$ cat config.mk
export PLATFORM = sky130hd
export DESIGN_NAME = tti_ctrl
export DESIGN_NICKNAME = d
export VERILOG_FILES = /design/src/sv/tti_pkg.sv /design/src/sv/tti_ctrl.sv
export SDC_FILE = /design/constraint.sdc
export NUM_CORES = 1
export LEC_CHECK = 0
export ABC_AREA = 1
export BUFFER_PORTS_ARGS = -buffer_cell sky130_fd_sc_hd__clkbuf_2
export CAP_MARGIN = 25
export CORE_ASPECT_RATIO = 1.2
export CORE_MARGIN = 8
export CORE_UTILIZATION = 48
export CTS_CLUSTER_SIZE = 14
export DETAILED_ROUTE_END_ITERATION = 16
export PLACE_DENSITY = 0.81
export SLEW_MARGIN = 30
export SYNTH_ARGS = -nofsm -noshare
export SYNTH_HDL_FRONTEND = slang
export SYNTH_SLANG_ARGS = --single-unit
$ cat constraint.sdc
create_clock -name clk -period 1.6 [get_ports clk]
set_input_delay 0.08 -clock clk [delete_from_list [all_inputs] [get_ports clk]]
set_output_delay 0.08 -clock clk [all_outputs]
set_load 0.005 [all_outputs]
$ cat src/sv/tti_pkg.sv
// ----------------------------------------------------------------------------
// tti_pkg
// Shared types, constants and helpers of the trilinear table interpolator.
// ----------------------------------------------------------------------------
package tti_pkg;

    localparam int MAX_X      = 16;
    localparam int MAX_Y      = 16;
    localparam int MAX_Z      = 16;
    localparam int VAR_STRIDE = 32;

    localparam int VAL_W    = 48;
    localparam int FRAC_W   = 32;
    localparam int INV_W    = 47;
    localparam int PTS_W    = 5;
    localparam int NV_W     = 6;
    localparam int OP_W     = 3;
    localparam int ADDR_W   = 17;
    localparam int CFG_IX_W = 3;
    localparam int CFG_W    = INV_W;
    localparam int SPLIT_W  = VAL_W / 2;
    localparam int IDX_W    = VAL_W - FRAC_W + 1;

    localparam int X_W     = $clog2(MAX_X);
    localparam int Y_W     = $clog2(MAX_Y);
    localparam int Z_W     = $clog2(MAX_Z);
    localparam int V_W     = $clog2(VAR_STRIDE);
    localparam int TAB_AW  = V_W + X_W + Y_W + Z_W;
    localparam int TAB_DEPTH = VAR_STRIDE * MAX_X * MAX_Y * MAX_Z;
    localparam int CORNERS = 8;
    localparam int K_W     = $clog2(CORNERS);

    localparam logic [PTS_W-1:0] PTS_RESET = PTS_W'(16);
    localparam logic [NV_W-1:0]  NV_RESET  = NV_W'(32);
    localparam logic [INV_W-1:0] INV_RESET = INV_W'(64'd4294967296);

    // corner k lowers the axis index where the bit is set
    localparam logic [CORNERS-1:0] CORNER_LX = 8'b1011_0010;
    localparam logic [CORNERS-1:0] CORNER_LY = 8'b1101_0100;
    localparam logic [CORNERS-1:0] CORNER_LZ = 8'b1110_1000;

    typedef logic signed [VAL_W-1:0] val_t;

    typedef enum logic [OP_W-1:0] {
        OP_WR_X   = 3'd0,
        OP_WR_Y   = 3'd1,
        OP_WR_Z   = 3'd2,
        OP_WR_TAB = 3'd3,
        OP_QUERY  = 3'd4
    } op_t;

    typedef enum logic [CFG_IX_W-1:0] {
        CFG_X_PTS = 3'd0,
        CFG_Y_PTS = 3'd1,
        CFG_Z_PTS = 3'd2,
        CFG_NVARS = 3'd3,
        CFG_X_INV = 3'd4,
        CFG_Y_INV = 3'd5,
        CFG_Z_INV = 3'd6
    } cfg_ix_t;

    typedef struct packed {
        logic [OP_W-1:0]   op;
        logic [ADDR_W-1:0] write_address;
        val_t              write_value;
        val_t              query_x;
        val_t              query_y;
        val_t              query_z;
    } req_t;

    typedef struct packed {
        val_t           interp_value;
        logic [V_W-1:0] var_index;
        logic           last;
    } res_t;

    typedef enum logic [4:0] {
        SRC_XI, SRC_YI, SRC_ZI, SRC_DXY, SRC_DXZ, SRC_DYZ, SRC_DXYZ,
        SRC_OX, SRC_OY, SRC_OZ,
        SRC_E1, SRC_E2, SRC_E3, SRC_E4, SRC_E5, SRC_E6, SRC_E7,
        SRC_DX, SRC_DY, SRC_DZ, SRC_T
    } src_t;

    typedef enum logic [3:0] {
        DST_T, DST_ACC, DST_DXY, DST_DXZ, DST_DYZ, DST_DXYZ,
        DST_SX, DST_SY, DST_SZ
    } dst_t;

    typedef struct packed {
        src_t a;
        src_t b;
        dst_t dst;
    } mstep_t;

    localparam int NSTEP     = 26;
    localparam int STEP_W    = $clog2(NSTEP);
    localparam int PRE_LAST  = 6;
    localparam int VAR_FIRST = 7;
    localparam int VAR_LAST  = NSTEP - 1;

    // product program: per-query terms first, then the per-variable terms
    localparam mstep_t PROG [NSTEP] = '{
        '{SRC_XI,   SRC_YI, DST_DXY},
        '{SRC_XI,   SRC_ZI, DST_DXZ},
        '{SRC_YI,   SRC_ZI, DST_DYZ},
        '{SRC_DXY,  SRC_ZI, DST_DXYZ},
        '{SRC_OX,   SRC_XI, DST_SX},
        '{SRC_OY,   SRC_YI, DST_SY},
        '{SRC_OZ,   SRC_ZI, DST_SZ},
        '{SRC_XI,   SRC_E1, DST_T},
        '{SRC_T,    SRC_DX, DST_ACC},
        '{SRC_YI,   SRC_E2, DST_T},
        '{SRC_T,    SRC_DY, DST_ACC},
        '{SRC_ZI,   SRC_E3, DST_T},
        '{SRC_T,    SRC_DZ, DST_ACC},
        '{SRC_DXY,  SRC_E4, DST_T},
        '{SRC_T,    SRC_DX, DST_T},
        '{SRC_T,    SRC_DY, DST_ACC},
        '{SRC_DXZ,  SRC_E5, DST_T},
        '{SRC_T,    SRC_DX, DST_T},
        '{SRC_T,    SRC_DZ, DST_ACC},
        '{SRC_DYZ,  SRC_E6, DST_T},
        '{SRC_T,    SRC_DY, DST_T},
        '{SRC_T,    SRC_DZ, DST_ACC},
        '{SRC_DXYZ, SRC_E7, DST_T},
        '{SRC_T,    SRC_DX, DST_T},
        '{SRC_T,    SRC_DY, DST_T},
        '{SRC_T,    SRC_DZ, DST_ACC}
    };

    typedef enum logic [3:0] {
        ST_IDLE, ST_PRE, ST_CELL, ST_GRID_RD, ST_GRID_LD,
        ST_RD, ST_RD_WAIT, ST_DIFF, ST_VAR, ST_EMIT
    } state_t;

    typedef enum logic [1:0] {
        PH_LO, PH_HI, PH_WB
    } phase_t;

    typedef struct packed {
        logic           accept;
        logic           load_query;
        logic           mul_lo;
        logic           mul_hi;
        logic           mul_wb;
        src_t           a_sel;
        src_t           b_sel;
        dst_t           dst;
        logic           cell_load;
        logic           grid_rd;
        logic           grid_ld;
        logic           rd_en;
        logic [K_W-1:0] rd_k;
        logic [V_W-1:0] var_idx;
        logic           diff;
        logic           emit;
        logic           last;
    } cmd_t;

    typedef struct packed {
        logic [NV_W-1:0] nv;
    } stat_t;

    function automatic logic [PTS_W-1:0] clamp_pts(input logic [PTS_W-1:0] v,
                                                   input logic [PTS_W-1:0] mx);
        logic [PTS_W-1:0] r;
        if (v < PTS_W'(2))
            r = PTS_W'(2);
        else if (v > mx)
            r = mx;
        else
            r = v;
        return r;
    endfunction

    // 1 + integer part of the scaled offset, limited to 1..n-1
    function automatic logic [PTS_W-1:0] cell_idx(input val_t s,
                                                  input logic [PTS_W-1:0] n);
        logic [IDX_W-1:0] idx;
        logic [IDX_W-1:0] lim;
        logic [PTS_W-1:0] r;
        idx = IDX_W'(s[VAL_W-2:FRAC_W]) + IDX_W'(1);
        lim = IDX_W'(n) - IDX_W'(1);
        if (s[VAL_W-1])
            r = PTS_W'(1);
        else if (idx > lim)
            r = lim[PTS_W-1:0];
        else
            r = idx[PTS_W-1:0];
        return r;
    endfunction

endpackage

$ cat src/sv/tti_ctrl.sv
// ----------------------------------------------------------------------------
// tti_ctrl
// Query sequencer: product program, cell lookup, corner reads, emission.
// ----------------------------------------------------------------------------
module tti_ctrl (
    input  logic                        clk,
    input  logic                        rst_n,
    input  logic                        start,
    input  logic [tti_pkg::OP_W-1:0]    op,
    input  tti_pkg::stat_t              stat,
    output tti_pkg::cmd_t               cmd,
    output logic                        busy
);

    tti_pkg::state_t state_reg, state_next;
    tti_pkg::phase_t ph_reg, ph_next;
    logic [tti_pkg::STEP_W-1:0] step_reg, step_next;
    logic [tti_pkg::K_W-1:0]    k_reg, k_next;
    logic [tti_pkg::V_W-1:0]    var_reg, var_next;
    logic                       last_var;
    logic                       mul_state;

    assign last_var  = ({1'b0, var_reg} == (stat.nv - tti_pkg::NV_W'(1)));
    assign mul_state = (state_reg == tti_pkg::ST_PRE) || (state_reg == tti_pkg::ST_VAR);

    always_ff @(posedge clk or negedge rst_n)
    begin
        if (!rst_n)
        begin
            state_reg <= tti_pkg::ST_IDLE;
            ph_reg    <= tti_pkg::PH_LO;
            step_reg  <= '0;
            k_reg     <= '0;
            var_reg   <= '0;
        end
        else
        begin
            state_reg <= state_next;
            ph_reg    <= ph_next;
            step_reg  <= step_next;
            k_reg     <= k_next;
            var_reg   <= var_next;
        end
    end

    // next state
    always_comb
    begin
        state_next = state_reg;
        ph_next    = ph_reg;
        step_next  = step_reg;
        k_next     = k_reg;
        var_next   = var_reg;
        case (state_reg)
            tti_pkg::ST_IDLE:
            begin
                if (start && (op == tti_pkg::OP_QUERY))
                begin
                    state_next = tti_pkg::ST_PRE;
                    ph_next    = tti_pkg::PH_LO;
                    step_next  = '0;
                    var_next   = '0;
                end
            end
            tti_pkg::ST_PRE, tti_pkg::ST_VAR:
            begin
                case (ph_reg)
                    tti_pkg::PH_LO: ph_next = tti_pkg::PH_HI;
                    tti_pkg::PH_HI: ph_next = tti_pkg::PH_WB;
                    default:
                    begin
                        ph_next = tti_pkg::PH_LO;
                        if (step_reg == tti_pkg::STEP_W'(tti_pkg::PRE_LAST)
                            && state_reg == tti_pkg::ST_PRE)
                            state_next = tti_pkg::ST_CELL;
                        else if (step_reg == tti_pkg::STEP_W'(tti_pkg::VAR_LAST))
                            state_next = tti_pkg::ST_EMIT;
                        else
                            step_next = step_reg + tti_pkg::STEP_W'(1);
                    end
                endcase
            end
            tti_pkg::ST_CELL:    state_next = tti_pkg::ST_GRID_RD;
            tti_pkg::ST_GRID_RD: state_next = tti_pkg::ST_GRID_LD;
            tti_pkg::ST_GRID_LD:
            begin
                state_next = tti_pkg::ST_RD;
                k_next     = '0;
            end
            tti_pkg::ST_RD:
            begin
                k_next = k_reg + tti_pkg::K_W'(1);
                if (k_reg == tti_pkg::K_W'(tti_pkg::CORNERS - 1))
                    state_next = tti_pkg::ST_RD_WAIT;
            end
            tti_pkg::ST_RD_WAIT: state_next = tti_pkg::ST_DIFF;
            tti_pkg::ST_DIFF:
            begin
                state_next = tti_pkg::ST_VAR;
                ph_next    = tti_pkg::PH_LO;
                step_next  = tti_pkg::STEP_W'(tti_pkg::VAR_FIRST);
            end
            tti_pkg::ST_EMIT:
            begin
                if (last_var)
                    state_next = tti_pkg::ST_IDLE;
                else
                begin
                    state_next = tti_pkg::ST_RD;
                    k_next     = '0;
                    var_next   = var_reg + tti_pkg::V_W'(1);
                end
            end
            default: state_next = tti_pkg::ST_IDLE;
        endcase
    end

    // outputs
    always_comb
    begin
        cmd            = '0;
        cmd.accept     = (state_reg == tti_pkg::ST_IDLE) && start;
        cmd.load_query = cmd.accept && (op == tti_pkg::OP_QUERY);
        cmd.a_sel      = tti_pkg::PROG[step_reg].a;
        cmd.b_sel      = tti_pkg::PROG[step_reg].b;
        cmd.dst        = tti_pkg::PROG[step_reg].dst;
        cmd.mul_lo     = mul_state && (ph_reg == tti_pkg::PH_LO);
        cmd.mul_hi     = mul_state && (ph_reg == tti_pkg::PH_HI);
        cmd.mul_wb     = mul_state && (ph_reg == tti_pkg::PH_WB);
        cmd.cell_load  = (state_reg == tti_pkg::ST_CELL);
        cmd.grid_rd    = (state_reg == tti_pkg::ST_GRID_RD);
        cmd.grid_ld    = (state_reg == tti_pkg::ST_GRID_LD);
        cmd.rd_en      = (state_reg == tti_pkg::ST_RD);
        cmd.rd_k       = k_reg;
        cmd.var_idx    = var_reg;
        cmd.diff       = (state_reg == tti_pkg::ST_DIFF);
        cmd.emit       = (state_reg == tti_pkg::ST_EMIT);
        cmd.last       = last_var;
    end

    assign busy = (state_reg != tti_pkg::ST_IDLE);

endmodule

Word-level counts from Yosys, hierarchy flattened

Memories as Yosys holds them, arrays and structs flattened.
Cells that the tools add are included.

Memories kept: 1
Output and inout bits: 35
Input bits: 12
Flip-flop bits (word level): 19
Bits in read-only memories: 448

Memories:

| memory          | words | bits a word | read ports | clocked after memory_dff | write ports | RTL line        | source |
|---|---|---|---|---|---|---|---|
| (no name shown) | 32    | 14          | 1          | 0                        | 0           | tti_ctrl.sv:126 | `cmd.dst = tti_pkg::PROG[step_reg].dst;` |

Eq/ne operators: 23
Bitwise operators: 1
Mux-type cells: 21
Reductions and logical operators: 21
$add $sub $neg: 4
Order comparisons: 1

Operator list:

| cell                                              | count |
|---|---|
| one-hot mux 4 bit (9 select lines)                | 1 |
| two-way mux 14 bit                                | 2 |
| two-way mux 5 bit                                 | 5 |
| two-way mux 4 bit                                 | 5 |
| == test 4 x 3 -> 1 bit (second input constant)    | 4 |
| one-hot mux 5 bit (3 select lines)                | 1 |
| adder 5 x 1 -> 5 bit (second input constant)      | 2 |
| inequality test 2 bit (second input constant)     | 5 |
| one-hot mux 5 bit (2 select lines)                | 1 |
| one-hot mux 3 bit (3 select lines)                | 1 |
| == test 4 x 2 -> 1 bit (second input constant)    | 2 |
| == test 4 bit (second input constant)             | 2 |
| logical AND 1 bit                                 | 7 |
| == test 3 bit (second input constant)             | 2 |
| == test 5 x 6 -> 1 bit                            | 1 |
| >= comparator 6 bit (second input constant)       | 1 |
| two-way mux 3 bit                                 | 2 |
| inverter 5 -> 6 bit                               | 1 |
| one-hot mux 2 bit (3 select lines)                | 1 |
| nonzero test 3 bit                                | 2 |
| subtractor 6 x 1 -> 6 bit (second input constant) | 1 |
| == test 5 x 3 -> 1 bit (second input constant)    | 1 |
| == test 5 bit (second input constant)             | 1 |
| AND reduction 5 bit                               | 1 |
| other kinds (17)                                  | 19 |

Depth between registers and ports, before layout

Depth in word-level cells: 5
Depth in mapped cells: 14
Depth with buffers taken out: 14

Least setup slack after synthesis

No wires, ideal clock.

Path kind: register to register
Start: register step_reg[0] in the netlist's numbering
End: register state_reg[0]
Cell stages (with the launch flop): 12
Required time: 1.484 ns
Data arrival time: 1.455 ns
Path slack: 0.029 ns
Cell sequence: dfrtp_1 inv_1 ha_1 nand2_1 nor2_2 nand2_1 nand2_1 nor2_1 nor2_2 inv_1 nand2_1 nand2_1

Cells in the longest elaborated chain, start to end: 5

RTL lines:

| element                            | RTL line       | source |
|---|---|---|
| from (decl)                        | tti_ctrl.sv:17 | `logic [tti_pkg::STEP_W-1:0] step_reg, step_next;` |
| from (signal assigned)             | tti_ctrl.sv:40 | `step_reg <= step_next;` |
| == test 5 x 3 -> 1 bit             | tti_ctrl.sv:73 | `if (step_reg == tti_pkg::STEP_W'(tti_pkg::PRE_LAST)` |
| logical AND 1 bit                  | tti_ctrl.sv:74 | `&& state_reg == tti_pkg::ST_PRE)` |
| two-way mux 4 bit                  | tti_ctrl.sv:73 |  |
| two-way mux 4 bit                  | tti_ctrl.sv:67 | `case (ph_reg)` |
| one-hot mux 4 bit (9 select lines) | tti_ctrl.sv:54 | `case (state_reg)` |
| to (signal assigned)               | tti_ctrl.sv:30 | `state_reg <= tti_pkg::ST_IDLE;` |
| to (signal assigned)               | tti_ctrl.sv:38 | `state_reg <= state_next;` |
| to (decl)                          | tti_ctrl.sv:15 | `tti_pkg::state_t state_reg, state_next;` |

Several ways; a longest one is shown, not always the timed one. The select of a mux whose other input is x is not followed.
A chain may end at the register's enable or synchronous reset.

Worst setup path in the final report

Start: register step_reg[1] in the netlist's numbering
End: register step_reg[2] in the netlist's numbering

Cells in the longest elaborated chain, start to end: 5

RTL lines:

| element                            | RTL line       | source |
|---|---|---|
| adder 5 x 1 -> 5 bit               | tti_ctrl.sv:79 | `step_next = step_reg + tti_pkg::STEP_W'(1);` |
| two-way mux 5 bit                  | tti_ctrl.sv:76 | `else if (step_reg == tti_pkg::STEP_W'(tti_pkg::VAR_LAST))` |
| two-way mux 5 bit                  | tti_ctrl.sv:73 |  |
| two-way mux 5 bit                  | tti_ctrl.sv:67 |  |
| one-hot mux 5 bit (3 select lines) | tti_ctrl.sv:54 |  |

Several ways; a longest one is shown, not always the timed one. The select of a mux whose other input is x is not followed.

==> out/metrics.yaml <==
cells_and_area:
  num_antenna_cells: 0
  final_nets: 388
  syn2layout_area_growth_pct: 47.8
  multi_input_area_um2: 1480
  fin_cells: 414
  drive_gt1_share_pct: 46.4
  nFillCells: 284
  fin_util_pct: 71.7
  seqCellArea_um2: 484
outcome:
  status: "finished, violations left"
  violations: "setup timing"
drt:
  vias_per_cell: 5.37
  wl_um: 6150
  ant_nets: 0
  wl_per_cell_um: 14.9
  vias: 2224
  dr.pass1.iters: 4
  drc: 0
  drtIter0Drc: 133
timing:
  skew_ns: 0.00244
  slew_violations: 0
  clock.fmax_mhz: 571
  period_share_pct: 110
  rsz0062_at_grt: "true"
  hold_viol: 0
  fin_crit_ns: 1.75
  tns_ns: -1.43
  tightest_slew_ns: 0.496
  max_slew_margin_pct: 66.9
  setup_viol: 16
  worst_slack_ns: -0.152
setup_path:
  required_ns: 1.73
  worst_r2r_path_depth: 10
  critPathSlowestCell: "dfrtp_1"
  r2r_slack_ns: -0.15
  cp_max_fo: 5
  end_kind: "flip-flop"
  crit_type: "reg2reg"
  reg2reg_from: "step_reg[1]"
  worst_ep_arrival_time_ns: 1.88
  startpoint: "step_reg[1]"
  critPathBufInv: 2
  critical-path-max-stage-delay_ns: 0.44
  worst_path_dominant_cell_family: "simple AND/OR/NAND/NOR gates"
  crit_chain: "buf_4 > ha_4 > nand2_4 > nor2_4 > nand2_2 > inv_2 > a21oi_4 > nand3_4 > nand2_1 > o21ai_1"
  critPathLaunchType: "flip-flop"
  worstReg2RegEnd: "step_reg[2]"
yosys:
  syn_area_um2: 1870
  synth_edf_count: 0
  syn_nets: 307
  ys_ff_latch: 19
  synth.top_cell.area_share_pct: 25.5
  netlist_instances: 280
  synthTopCellsByCount: "nand2_1, nor2_1, inv_1"
  yosysUniqueCellTypes: 37
  synth_ff_type: "dfrtp_1"
  yosysSeqAreaShare_pct: 25.5
  synth_area_leaders: "dfrtp_1, nand2_1, ha_1"
  ys_async_sr_fraction_pct: 100
  synth_most_common_cell: "nand2_1"
  yosysTopAreaCell: "dfrtp_1"
  ys_warn_count: 0
  avgSynthCellArea_um2: 6.67
grt:
  overflow: 0
  grt_start_max_net_pins: 20
  antenna_found_initial: 0
  grt_first_pass_wirelength_um: 9290
  grtUsageTotal_pct: 18.4
  grt_pass1_vias: 2070
clock_tree:
  root_buffer: "clkbuf_8"
  ctsLongestPathBuffers: 2
  worstSkewPairLatency_ns: 0.26
  cts.sinks: 19
  cts_buffers: 3
  cts_max_level: 1
  cts_tree: "built"
  path_clk_slew_ns: 0.07
flow_run:
  drv_cap: 0
power:
  p_leak_uw: 0.00143
  peakVddDrop_v: 0.000876
  power_density_nw_per_um2: 1440
  total_power_uw: 3970
placement:
  place.gp.congestion: 0.921
  place_inst: 393
  hpwl_um: 3860
  port_buffers: 46
die:
  dieArea_um2: 6150
  num_rows: 25
  die_y_um: 84.3
  ios: 47
  die_w_um: 72.9
  coreArea_um2: 3850
  start_util_pct: 48.5
hold_path:
  holdCritPathClass: "in2async"
-- cell families (layout without fill, tap and decap cells) --
group           Yosys count  after routing  share of synthesized area [%]
simple gates            165            166                           42.2
buf+inv                  45            124                           9.85
compound gates           32             32                           10.5
flops                    19             19                           25.5
fa+ha+maj                15             15                           10.1
xor+xnor                  4              4                           1.88
-- per-stage QoR --
step / setup WS, ns / hold WS [ns] / area (µm²)
after floorplan: 0.0288 / -0.216 / 1870
after global placement: -0.0255 / 0.0615 / 2270
after detailed placement: -0.0569 / 0.0685 / 2270
after CTS: -0.0529 / 0.324 / 2600
after global routing: -0.191 / 0.362 / 2760
final: -0.152 / 0.317 / 2760
-- final cells by class --
type | count | share of cell area (%)
Sequential cell | 19 | 17.6
Inverter | 38 | 5.58
Timing Repair Buffer | 82 | 19.2
Tap cell | 54 | 2.45
Multi-Input combinational cell | 217 | 53.6
Clock buffer | 4 | 1.63
-- what timing repair did --
| item | in CTS | in global routing |
|---|---|---|
| endpoints found under the hold margin | 19 | 0 |
| setup endpoints to repair | 20 | 31 |
| hold buffers | 1 | 0 |
| resized for setup | 54 | 39 |
| setup buffers | 11 | 5 |
| pin swaps | 13 | 15 |
| cloned | 0 | 1 |
-- metal layers --
metal  vias up  global-route usage, %  wire length (µm)
met4         0                   8.76               196
met3        24                   3.22               384
met2       106                   32.3              3170
met1      1034                   20.4              2400
met5         -                      0                 0
li1       1060                      -                 -
-- worst max-delay path by stage --
stage,endpoint,slack (ns),cells after the start
after global routing,cmd[19],-0.19,6
after CTS,cmd[15],-0.05,8
after floorplan,state_reg[0],0.03,11
after global placement,state_reg[0],-0.03,11
final,step_reg[2],-0.15,10
after detailed placement,state_reg[0],-0.06,11
-- worst register-to-register path: stages (launching register included) --
cell,delay [ns]
dfrtp_1,0.44
buf_4,0.17
ha_4,0.17
nand2_4,0.08
nor2_4,0.05
nand2_2,0.11
inv_2,0.07
a21oi_4,0.19
nand3_4,0.14
nand2_1,0.11
o21ai_1,0.10
-- where the power goes --
group	internal, µW	switching [µW]	total [µW]
combinational	1170	1630	2800
clock	177	166	343
sequential	631	202	833
total	1980	2000	3970
-- placed cells by master, fill, tap and decap left out, types with 2 or more instances in the layout --
cell      instances
nand2_1          65
clkbuf_2         40
nor2_1           29
buf_4            28
inv_1            26
nand3_1          19
nand2_2          14
dfrtp_1          12
nor2_4           10
inv_2             9
nor2_2            8
o21ai_1           8
ha_4              7
ha_1              7
buf_6             7
dfrtp_2           7
a21oi_1           6
buf_2             6
nand2_4           4
o21ai_0           3
nand4_1           3
nor3_4            3
nand3_2           3
clkbuf_8          3
o22ai_2           2
nor3_1            2
o21ai_2           2
o211ai_1          2
xnor2_1           2
nand3b_1          2
nand3_4           2
xor2_1            2
No activity file was read; power rests on OpenSTA's default activity.
